==> src/hdl/jpgs_pkg.sv <==
// Package: shared types and constants for the joint position gate and smoother.
package jpgs_pkg;

    localparam int POS_W          = 16;
    localparam int WINDOW_LEN_DEF = 8;
    localparam int QUEUE_DEPTH    = 2;

    typedef logic signed [POS_W-1:0] t_pos;

    typedef struct packed {
        logic is_head;
        t_pos x;
        t_pos y;
        t_pos z;
    } t_item;

    typedef struct packed {
        t_pos x;
        t_pos y;
        t_pos z;
    } t_hist;

    typedef struct packed {
        logic full;
        logic valid;
    } t_q_stat;

endpackage

==> src/hdl/jpgs_queue.sv <==
// Queue: short item buffer between the front end and the back end.
module jpgs_queue import jpgs_pkg::*; (
    input  logic    i_clk,
    input  logic    i_rst_n,
    input  logic    i_push,
    input  t_item   i_item,
    input  logic    i_pop,
    output t_q_stat o_stat,
    output t_item   o_item
);

    localparam int PTR_W = $clog2(QUEUE_DEPTH);

    t_item              r_buf [QUEUE_DEPTH];
    logic [PTR_W-1:0]   r_wr_ptr;
    logic [PTR_W-1:0]   r_rd_ptr;
    logic [PTR_W:0]     r_count;
    logic [PTR_W-1:0]   n_wr_ptr;
    logic [PTR_W-1:0]   n_rd_ptr;

    always_comb begin
        n_wr_ptr = (r_wr_ptr == PTR_W'(QUEUE_DEPTH - 1)) ? '0 : r_wr_ptr + PTR_W'(1);
        n_rd_ptr = (r_rd_ptr == PTR_W'(QUEUE_DEPTH - 1)) ? '0 : r_rd_ptr + PTR_W'(1);
    end

    always_ff @(posedge i_clk) begin
        if (!i_rst_n) begin
            r_wr_ptr <= '0;
            r_rd_ptr <= '0;
            r_count  <= '0;
        end else begin
            if (i_push) begin
                r_wr_ptr <= n_wr_ptr;
            end
            if (i_pop) begin
                r_rd_ptr <= n_rd_ptr;
            end
            if (i_push && !i_pop) begin
                r_count <= r_count + (PTR_W+1)'(1);
            end else if (i_pop && !i_push) begin
                r_count <= r_count - (PTR_W+1)'(1);
            end
        end
    end

    always_ff @(posedge i_clk) begin
        if (i_push) begin
            r_buf[r_wr_ptr] <= i_item;
        end
    end

    assign o_stat.full  = (r_count == (PTR_W+1)'(QUEUE_DEPTH));
    assign o_stat.valid = (r_count != '0);
    assign o_item       = r_buf[r_rd_ptr];

endmodule

==> config.mk <==
export PLATFORM = sky130hd
export DESIGN_NAME = jpgs_queue
export DESIGN_NICKNAME = d
export VERILOG_FILES = /design/src/hdl/jpgs_pkg.sv /design/src/hdl/jpgs_queue.sv
export SDC_FILE = /design/constraint.sdc
export NUM_CORES = 1
export LEC_CHECK = 0
export ABC_AREA = 1
export BUFFER_PORTS_ARGS = -buffer_cell sky130_fd_sc_hd__buf_4
export CAP_MARGIN = 10
export CORE_MARGIN = 5
export CORE_UTILIZATION = 55
export CTS_CLUSTER_SIZE = 40
export DETAILED_ROUTE_END_ITERATION = 8
export GPL_TIMING_DRIVEN = 0
export PLACE_DENSITY = 0.84
export SLEW_MARGIN = 15
export SYNTH_ARGS = -nofsm -noshare
export SYNTH_HDL_FRONTEND = slang
export SYNTH_SLANG_ARGS = --single-unit
==> constraint.sdc <==
create_clock -name i_clk -period 8.4 [get_ports i_clk]
set_input_delay 0.42 -clock i_clk [delete_from_list [all_inputs] [get_ports i_clk]]
set_output_delay 0.42 -clock i_clk [all_outputs]
set_load 0.02 [all_outputs]
# Word level (Yosys, flattened, before mapping)
# Memory sizes are Yosys's and may differ from the RTL's. A register that Yosys moved wholly into a read port is not among the register bits.
# Cells that the tools add are included.
[classes]
reduce_logical = 6
addsub = 4
muxes = 8
eq_ne = 1
[ops]
columns = ["cell", "n"]
rows = [
  ["1-bit two-way mux", 6],
  ["2-bit two-way mux", 2],
  ["2-bit nonzero test", 2],
  ["1-bit adder, second input constant", 2],
  ["2-bit by 1-bit adder with 2-bit output, second input constant", 1],
  ["2-bit equality test, second input constant", 1],
  ["1-bit logical AND", 2],
  ["1-bit zero test", 2],
  ["2-bit by 1-bit subtractor with 2-bit output, second input constant", 1],
]
[totals]
mem_bits_rw = 98
reg_bits = 4
inputBits = 53
mem_count = 1
output_inout_bits = 51
[memory_table]
columns = ["memory", "depth", "width", "read_ports", "rd_ports_with_merged_regs", "wr", "line", "source"]
rows = [
  ["r_buf", 2, 49, 1, 1, 1, "jpgs_queue.sv:14", "t_item r_buf [QUEUE_DEPTH];"],
]

# Longest topological paths before layout
# Gate-level depths: netlist of run 1.
[logic_depth]
word_depth = 4
ltp_mapped = 8
mapped_depth_nobuf = 8

# Worst setup path after synthesis of run 1
# No wires, ideal clock.
[synth_path]
path_type = "input-to-reg"
start = "input i_push"
end = "memory r_buf[0][0] in the netlist's numbering (enable)"
path_buffers = 0
slack_ns = 5.425
t_required_ns = 7.943
path_stages = 2
t_arrival_ns = 2.518
setup_ns = 0.457
path_cell_list = "inv_1 -> nor2_1"
[synth_via]
elab_chain_len = 2
[synth_rtl]
columns = ["item", "line", "source"]
rows = [
  ["start: declaration", "jpgs_queue.sv:5", "input logic i_push,"],
  ["1-bit two-way mux", "jpgs_queue.sv:47", "if (i_push) begin"],
  ["1-bit two-way mux (implied by the code)", "jpgs_queue.sv:48", "r_buf[r_wr_ptr] <= i_item;"],
  ["end: declaration", "jpgs_queue.sv:14", ""],
]
# No other way between the ends.

==> impl_results.md, run 1 <==
* Antenna Cells at 0
* Compound-Gate Fraction of Synth Area at 0.2628%
* CTS tree: yes
* Top post-synthesis cells by area: edfxtp_1 77%, mux2_2 12%, mux2_4 3.9%
* Synth Area in XOR/XNOR at 0%
* Final setup vio count at 0
* Post-DP HPWL at 4620 um
* Die H at 93.22 um
* Post-Synth Simple-Gate Area at 1.971%
* Final #Nets at 358
* # rows at 30
* Hold Crit Class: input pin to flop
* WP data arrival at 1.58 ns
* Post-CTS Hold Fix Bufs at 0
* Antenna violations before repair at 0
* Fmax at 500.4 MHz
* Grt ovf at 0
* CP startpoint kind: flop
* DRT Wirelength at 6488 um
* Clk_skew at 0.007590 ns
* Fin Setup TNS at 0 ns
* TritonCTS buffer count at 9
* Adder-cell share of the synthesized area at 0.3285%
* Number of post-CTS setup repair buffers at 0
* Final number of hold-violating endpoints at 0
* Worst EP required at 7.98 ns
* Max VDD drop at 0.1607 mV
* GRT Total Usage at 15.44%
* Area fraction of the dominant cell type after synthesis at 77.27%
* Vias in the first global route at 2121
* Synthesized area per cell at 20.37 sq um
* Synthesized instance count at 187
* Leading area contributor after synthesis: edfxtp_1
* Layout cells sized above 1 at 56.96%
* Syn. warnings at 0
* Leakage power at 1.939 nW
* Core Region at 6756 sq um
* Slew @ Worst Pin at 0.4806 ns
* PwrDens at 215.1 nW/um^2
* Clk Latency, worst-skew pair at 0.35 ns
* Htree depth at 3
* Tmin final at 1.998 ns
* WL per Instance at 16.68 um
* Vias at 1988
* Routability Congestion at 0.7321
* # fillers at 426
* CTS max path bufs at 2
* Top-level port count at 104
* Commonest non-fill, non-tap cell in the layout: buf_4
* Clock Tree Root: clkbuf_8
* RSZ-0062 raised after global routing: no
* Synth-to-Final Area Change at 30.68%
* Antenna viol nets, final at 0
* IO Port Bufs at 103
* FF+latch count, synth at 103
* Final period util at 23.79%
* Commonest non-fill, non-tap cells in the layout: 106 x buf_4, 98 x edfxtp_1, 39 x mux2_2
* Die area at 8689 sq um
* Detailed Route Iter0 Violations at 76
* Netlist cell types at 15
* Mux cell area share after synthesis at 15.47%
* DRC viols at 0
* Die W at 93.22 um
* Clk pin slew, worst setup/hold paths at 0.09 ns
* Pre-antenna DRT Iters at 5
* Initial Util at 56.37%
* Worst Setup End Kind: output pin
* Max Cap Viol at 0
* Slew headroom at 67.88%
* Vias per cell at 5.111
* Status: completed
* Sequential-to-total area share from yosys stat at 79.89%
* Largest net degree at the start of global routing at 33
* CTS sink cnt at 103
* Slew Limit Fails at 0
* Critical path class: flop to output pin
* Worst Path Max Fanout at 10
* First-pass GRT wire length at 10090 um
* Post-Syn Area at 3809 sq um
* Hold Slack at 0.2514 ns
* Net Count, Synth at 241
* Post-cts gate resize count at 0
* Largest family of logic cells by synthesized area: multiplexers
kinds of logic (layout without fill, tap and decap cells):
logic type,after synthesis,count (layout)
compound gates,2,2
fa+ha+maj,1,1
buf+inv,13,135
flops,103,103
mux,49,49
simple gates,19,19
routing by layer:
metal / vias to the layer above / GRT usage [%] / wire length (um)
li1: 945 / - / -
met1: 964 / 18.03 / 2552
met2: 69 / 26.87 / 3410
met3: 10 / 4.344 / 448
met4: 0 / 6.227 / 77
met5: - / 0 / 0
layout make-up:
class / instances / area [sq um] / area share (%)
sequential: 103 / 3043 / 61.14
timing repair buffer: 106 / 848.3 / 17.04
multi-input combinational: 71 / 694.4 / 13.95
clock buffer: 10 / 127.6 / 2.564
tap: 80 / 100.1 / 2.011
clock inverter: 6 / 85.08 / 1.709
buffer: 5 / 48.80 / 0.9804
inverter: 8 / 30.03 / 0.6033
stage by stage:
step	instances	utilization (%)	setup WS (ns)	total power [mW]	cell area, sq um
2_1_floorplan	187	-	5.425	0.6918	3809
3_5_place_dp	373	70.52	6.743	0.7655	4765
5_1_grt	389	73.67	6.328	1.116	4977
3_3_place_gp	370	69.30	4.194	0.7559	4682
6_report	389	73.67	6.402	1.071	4977
4_1_cts	389	73.67	6.359	1.082	4977
registers in the layout (all words and copies together) (netlist names), named ones only:
name / flops
r_wr_ptr: 1
r_rd_ptr: 1
r_count: 2
r_buf: 98
critical path: stages, from the launching register on:
cell and delay [ns]:
dfxtp_1 0.41, buf_6 0.19, buf_8 0.17, mux2_4 0.31, buf_4 0.16
power by group:
group	internal, mW	leakage [nW]	switching (mW)
clock network	0.167	0.104	0.153
registers	0.592	0.961	0.00714
logic	0.0761	0.873	0.0758
total	0.835	1.94	0.235
synthesized netlist by cell type:
library cell	count
a21oi_1	1
buf_4	3
buf_6	1
buf_8	1
dfxtp_1	5
edfxtp_1	98
ha_1	1
inv_1	8
mux2_2	39
mux2_4	10
nand2_1	9
nand3_1	1
nand4_1	1
nor2_1	8
o21ai_0	1
worst paths after layout:
kind	from	endpoint	slack (ns)	depth (start not counted)
min	i_item[11]	r_buf[0][11]	0.25	1
max reg2reg	r_wr_ptr	r_buf[1][27]	6.97	3
min reg2reg	r_rd_ptr	r_rd_ptr	0.51	2
max	flop	o_item[27]	6.40	4
(Power assumes the default switching activity.)
==> inputs of run 2 (changes only) <==
CORE_UTILIZATION = 52   (was 55)
PLACE_DENSITY = 0.8   (was 0.84)
clock period = 1.9 ns   (was 8.4 ns; I/O delays follow)
==> run 2 against run 1 <==
  * Critical endpoint is now o_item[22]
  * First-iteration DRC count increased by 28%
  * Largest power group unchanged
  * Final area increased by 11%
  * Global-route usage increased by 2.6 points
  * Non-clock buffer count increased by 52
  * Wire length increased by 20%
==> impl_results.md, run 2 (synthesis gave the netlist of run 1 again) <==
* Hold Crit Class: input pin to flop
* CTS max path bufs at 2
* Delay-heaviest family, CP: buffers and inverters
* Launching point of the worst reg2reg path: r_wr_ptr
* Hold Path Sink: r_count[0]
* DRC viols at 0
* Antenna Cells at 0
* Largest register by flop count: r_buf
* R2R depth at 3
* Antenna viol nets, final at 0
* Placed Cells at 392
* Largest registers: r_buf x98, r_count x2
* Largest net degree at the start of global routing at 30
* Fin Setup TNS at 0 ns
* Slowest stage delay, CP at 0.41 ns
* Fmax at 587.2 MHz
* Grt ovf at 0
* # rows at 31
* Routability Congestion at 0.6773
* Vias per cell at 4.837
* Tot Pwr at 4.756 mW
* Die W at 95.58 um
* Max Cap Viol at 0
* Max reg flops at 98
* Post-DP HPWL at 4800 um
* Detailed Route Iter0 Violations at 97
* Die H at 95.58 um
* Post-cts gate resize count at 0
* CTS sink cnt at 103
* Htree depth at 3
* CP Cell Sequence: buf_6 -> buf_8 -> mux2_4 -> buf_4
* Slew @ Worst Pin at 0.5221 ns
* Final WS setup at 0.1971 ns
* Worst Setup End Kind: output pin
* Leakage power at 2.149 nW
* Synth-to-Final Area Change at 44.55%
* Worst slack, placed at 0.3889 ns
* Pre-antenna DRT Iters at 4
* HP Start: i_push
* Hold Path Cell Cnt at 3
* Commonest non-fill, non-tap cell in the layout: buf_4
* Worst R2R Setup Slack at 0.42 ns
* Layout cells sized above 1 at 49.31%
* Final number of hold-violating endpoints at 0
* Die area at 9136 sq um
* Final #Nets at 410
* Final period util at 89.62%
* RSZ-0062 raised after global routing: no
* Vias in the first global route at 2443
* WL per Instance at 17.00 um
* Slowest cell on the critical path: dfxtp_1
* CTS tree: yes
* Crit path depth at 4
* Commonest non-fill, non-tap cells in the layout: 106 x buf_4, 98 x edfxtp_1, 52 x dlygate4sd3_1
* First-pass GRT wire length at 11990 um
* Final setup vio count at 0
* TritonCTS buffer count at 9
* Clk_skew at 0.006807 ns
* Critical path class: flop to output pin
* Vias at 2225
* WP data arrival at 1.61 ns
* DRT Wirelength at 7818 um
* Worst Path Max Fanout at 10
* Tmin final at 1.703 ns
* Clk pin slew, worst setup/hold paths at 0.09 ns
* Core Region at 7176 sq um
* Antenna violations before repair at 0
* Reg2Reg Capture Point: r_buf[1][14]
* PwrDens at 863.9 nW/um^2
* Top-level port count at 104
* Clock Tree Root: clkbuf_8
* Initial Util at 53.08%
* Worst EP required at 1.80 ns
* Clk Latency, worst-skew pair at 0.36 ns
* CP startpoint kind: flop
* Status: completed
* Slew Limit Fails at 0
* GRT Total Usage at 18.05%
* Non-filler cells, final at 460
* Worst path buffer plus inverter count at 3
* IO Port Bufs at 103
* Max VDD drop at 0.4925 mV
* Slew headroom at 65.11%
-- run 2: cell count changes in the layout (fill, tap and decap cells not counted) --
cell,change
dlygate4sd3_1,+52
bufinv_16,-1
clkbuf_1,-1
clkinv_1,-1
clkinv_2,+1
clkinvlp_4,+1
inv_6,+1
-- run 2: final cells by class --
type	instances	area [sq um]
clock buffers	9	123.9
flip-flops and latches	103	3043
repair buffers	158	1369
fillers	436	1670
clock inverters	7	72.57
well taps	99	123.9
multi-input cells	71	694.4
plain buffers	5	48.80
inverters	8	30.03
-- run 2: how the worst max path moves through the flow --
| stage | from | to | slack, ns |
|---|---|---|---|
| 3_5_place_dp | r_wr_ptr | r_buf[1][32] | 0.39 |
| 3_3_place_gp | r_wr_ptr | r_buf[1][32] | -0.49 |
| 4_1_cts | flop | o_item[26] | 0.15 |
| 2_1_floorplan | r_wr_ptr | r_buf[1][0] | 0.08 |
| 5_1_grt | flop | o_item[22] | 0.11 |
| 6_report | flop | o_item[22] | 0.20 |
-- run 2: routing by layer --
metal | share of wire (%) | GRT usage, %
met1 | 37 | 19.03
met2 | 55 | 34.57
met3 | 6.2 | 4.025
met4 | 1.4 | 6.754
met5 | 0 | 0
-- run 2: worst register-to-register path: cells and delay by family (launching register included) --
kind                   cells  cell delay [ns]
buffers and inverters      2             0.66
flip-flops                 1             0.41
AND/OR/NAND/NOR            1             0.10
-- run 2: metrics by stage --
step	cell area, sq um	hold WS [ns]	utilization (%)
after floorplan	3816	0.1939	-
after global placement	4713	0.2802	65.68
after detailed placement	4788	0.2833	66.73
after CTS	5505	0.1059	76.72
after global routing	5505	0.1375	76.72
final	5505	0.1361	76.72
-- run 2: where the power goes --
part           switching [mW]  total, mW  leakage (nW)  internal [mW]
logic                   0.364      0.771          1.09          0.407
registers              0.0343       2.65         0.961           2.62
clock network           0.721       1.33        0.0956          0.611
-- run 2: timing repair --
action / 4_1_cts / 5_1_grt
hold buffers: 52 / 0
endpoints found under the hold margin: 102 / 0
setup buffers: 0 / 0
setup endpoints to repair: 0 / 0
==> inputs of run 3 (changes only) <==
BUFFER_PORTS_ARGS = -buffer_cell sky130_fd_sc_hd__buf_2   (was -buffer_cell sky130_fd_sc_hd__buf_4)
CORE_UTILIZATION = 35   (was 52)
PLACE_DENSITY = 0.58   (was 0.8)
==> run 3 against run 2 <==
  * Sequential cell count stayed put
  * Sequential share of layout area is 2.6 points higher
  * Critical path depth stayed put
  * Clock skew is 0.0037 ns higher
  * Clock-buffer cell count stayed put
  * Critical path type unchanged
==> impl_results.md, run 3 (synthesis gave the netlist of run 1 again) <==
* Fmax at 584.3 MHz
* Tmin final at 1.711 ns
* CTS tree: yes
* Pre-antenna DRT Iters at 4
* Detailed Route Iter0 Violations at 57
* Largest register by flop count: r_buf
* Slew @ Worst Pin at 0.8103 ns
* Initial Util at 35.44%
* Slowest stage delay, CP at 0.43 ns
* Max Cap Viol at 0
* CP Cell Sequence: buf_6 -> buf_8 -> mux2_4 -> buf_2
* Slew headroom at 45.85%
* Vias per cell at 4.350
* DRC viols at 0
* Top-level port count at 104
* CTS max path bufs at 2
* First-pass GRT wire length at 11590 um
* Commonest non-fill, non-tap cells in the layout: 103 x buf_2, 98 x edfxtp_1, 52 x dlygate4sd3_1
* Clk_skew at 0.01050 ns
* Routability Congestion at 0.6899
* Core Region at 10750 sq um
* Clk Latency, worst-skew pair at 0.36 ns
* Worst slack, placed at 0.2447 ns
* Die H at 114.3 um
* Final WS setup at 0.1886 ns
* Slowest cell on the critical path: dfxtp_1
* GRT Total Usage at 11.72%
* WL per Instance at 14.62 um
* # rows at 38
* Clock Tree Root: clkbuf_8
* Largest registers: r_buf x98, r_count x2
* Largest net degree at the start of global routing at 29
* Max VDD drop at 0.4503 mV
* Synth-to-Final Area Change at 37.94%
* Critical path class: flop to output pin
* Die W at 114.3 um
* Max reg flops at 98
* Grt ovf at 0
* PwrDens at 878.2 nW/um^2
* Final #Nets at 409
* Post-DP HPWL at 4902 um
* Worst EP required at 1.80 ns
* Antenna viol nets, final at 0
* Worst Path Max Fanout at 10
* Hold Crit Class: input pin to flop
* RSZ-0062 raised after global routing: no
* Vias at 2175
* Number of post-CTS setup repair buffers at 0
* TritonCTS buffer count at 9
* CP startpoint kind: flop
* Htree depth at 3
* Vias in the first global route at 2406
* WP data arrival at 1.62 ns
* Die area at 13070 sq um
* Tot Pwr at 4.614 mW
* Final period util at 90.08%
* IO Port Bufs at 103
* Status: completed
* # fillers at 957
* Worst Setup End Kind: output pin
* Commonest non-fill, non-tap cell in the layout: buf_2
* CTS sink cnt at 103
* Antenna Cells at 0
* Final setup vio count at 0
* Slew Limit Fails at 0
* Clk pin slew, worst setup/hold paths at 0.09 ns
* Leakage power at 2.042 nW
* Antenna violations before repair at 0
* Layout cells sized above 1 at 48.89%
* DRT Wirelength at 7310 um
* Final number of hold-violating endpoints at 0
==> run 3: changes by cell type in the layout (fill, tap and decap cells not counted), moves of 2 or more <==
cell / delta
clkinv_2: -2
buf_16: -2
buf_2: +103
inv_8: +3
buf_4: -103
==> run 3: path summary, 6_finish.rpt <==
check             slack [ns]           end  cells past startpoint     start
hold / removal          0.12    r_count[0]                      3    i_push
setup reg to reg        0.33  r_buf[0][48]                      2  r_wr_ptr
hold reg to reg         0.51      r_rd_ptr                      2  r_rd_ptr
setup / recovery        0.19    o_item[27]                      4      flop
==> run 3: final cells by class <==
type | count | area (sq um) | share of cell area [%]
plain buffers | 5 | 48.80 | 0.9288
repair buffers | 157 | 1076 | 20.48
well taps | 140 | 175.2 | 3.334
clock inverters | 7 | 62.56 | 1.191
multi-input cells | 71 | 694.4 | 13.22
clock buffers | 9 | 123.9 | 2.358
inverters | 8 | 30.03 | 0.5716
flip-flops and latches | 103 | 3043 | 57.92
==> run 3: where the power goes <==
group / internal, mW / leakage [nW] / switching [mW]
Sequential: 2.62 / 0.961 / 0.0305
Combinational: 0.312 / 0.987 / 0.344
Clock: 0.510 / 0.0936 / 0.799
Total: 3.44 / 2.04 / 1.17
==> run 3: critical path: cells and delay by family (launching register included) <==
family	cells	cell delay (ns)
buffers and inverters	3	0.52
DFF	1	0.43
muxes	1	0.31
==> run 3: repair_timing <==
| action | CTS | global route |
|---|---|---|
| resized for setup | 0 | 0 |
| endpoints found under the hold margin | 102 | 0 |
| hold buffers | 52 | 0 |
==> run 3: through the flow <==
| step | hold WS, ns | cells | cell area, sq um | setup TNS (ns) | util [%] |
|---|---|---|---|---|---|
| 2_1_floorplan | 0.1939 | 187 | 3816 | 0 | - |
| 3_3_place_gp | 0.2822 | 430 | 4507 | -31.12 | 41.94 |
| 3_5_place_dp | 0.2869 | 432 | 4547 | 0 | 42.31 |
| 4_1_cts | 0.09840 | 500 | 5254 | 0 | 48.89 |
| 5_1_grt | 0.1302 | 500 | 5254 | 0 | 48.89 |
| 6_report | 0.1226 | 500 | 5254 | 0 | 48.89 |
==> run 3: metal layers <==
| metal | wire length, um | global-route usage, % | vias up |
|---|---|---|---|
| li1 | - | - | 1048 |
| met1 | 3045 | 13.17 | 1053 |
| met2 | 3712 | 20.96 | 63 |
| met3 | 413 | 2.748 | 11 |
| met4 | 138 | 5.463 | 0 |
| met5 | 0 | 0 | - |
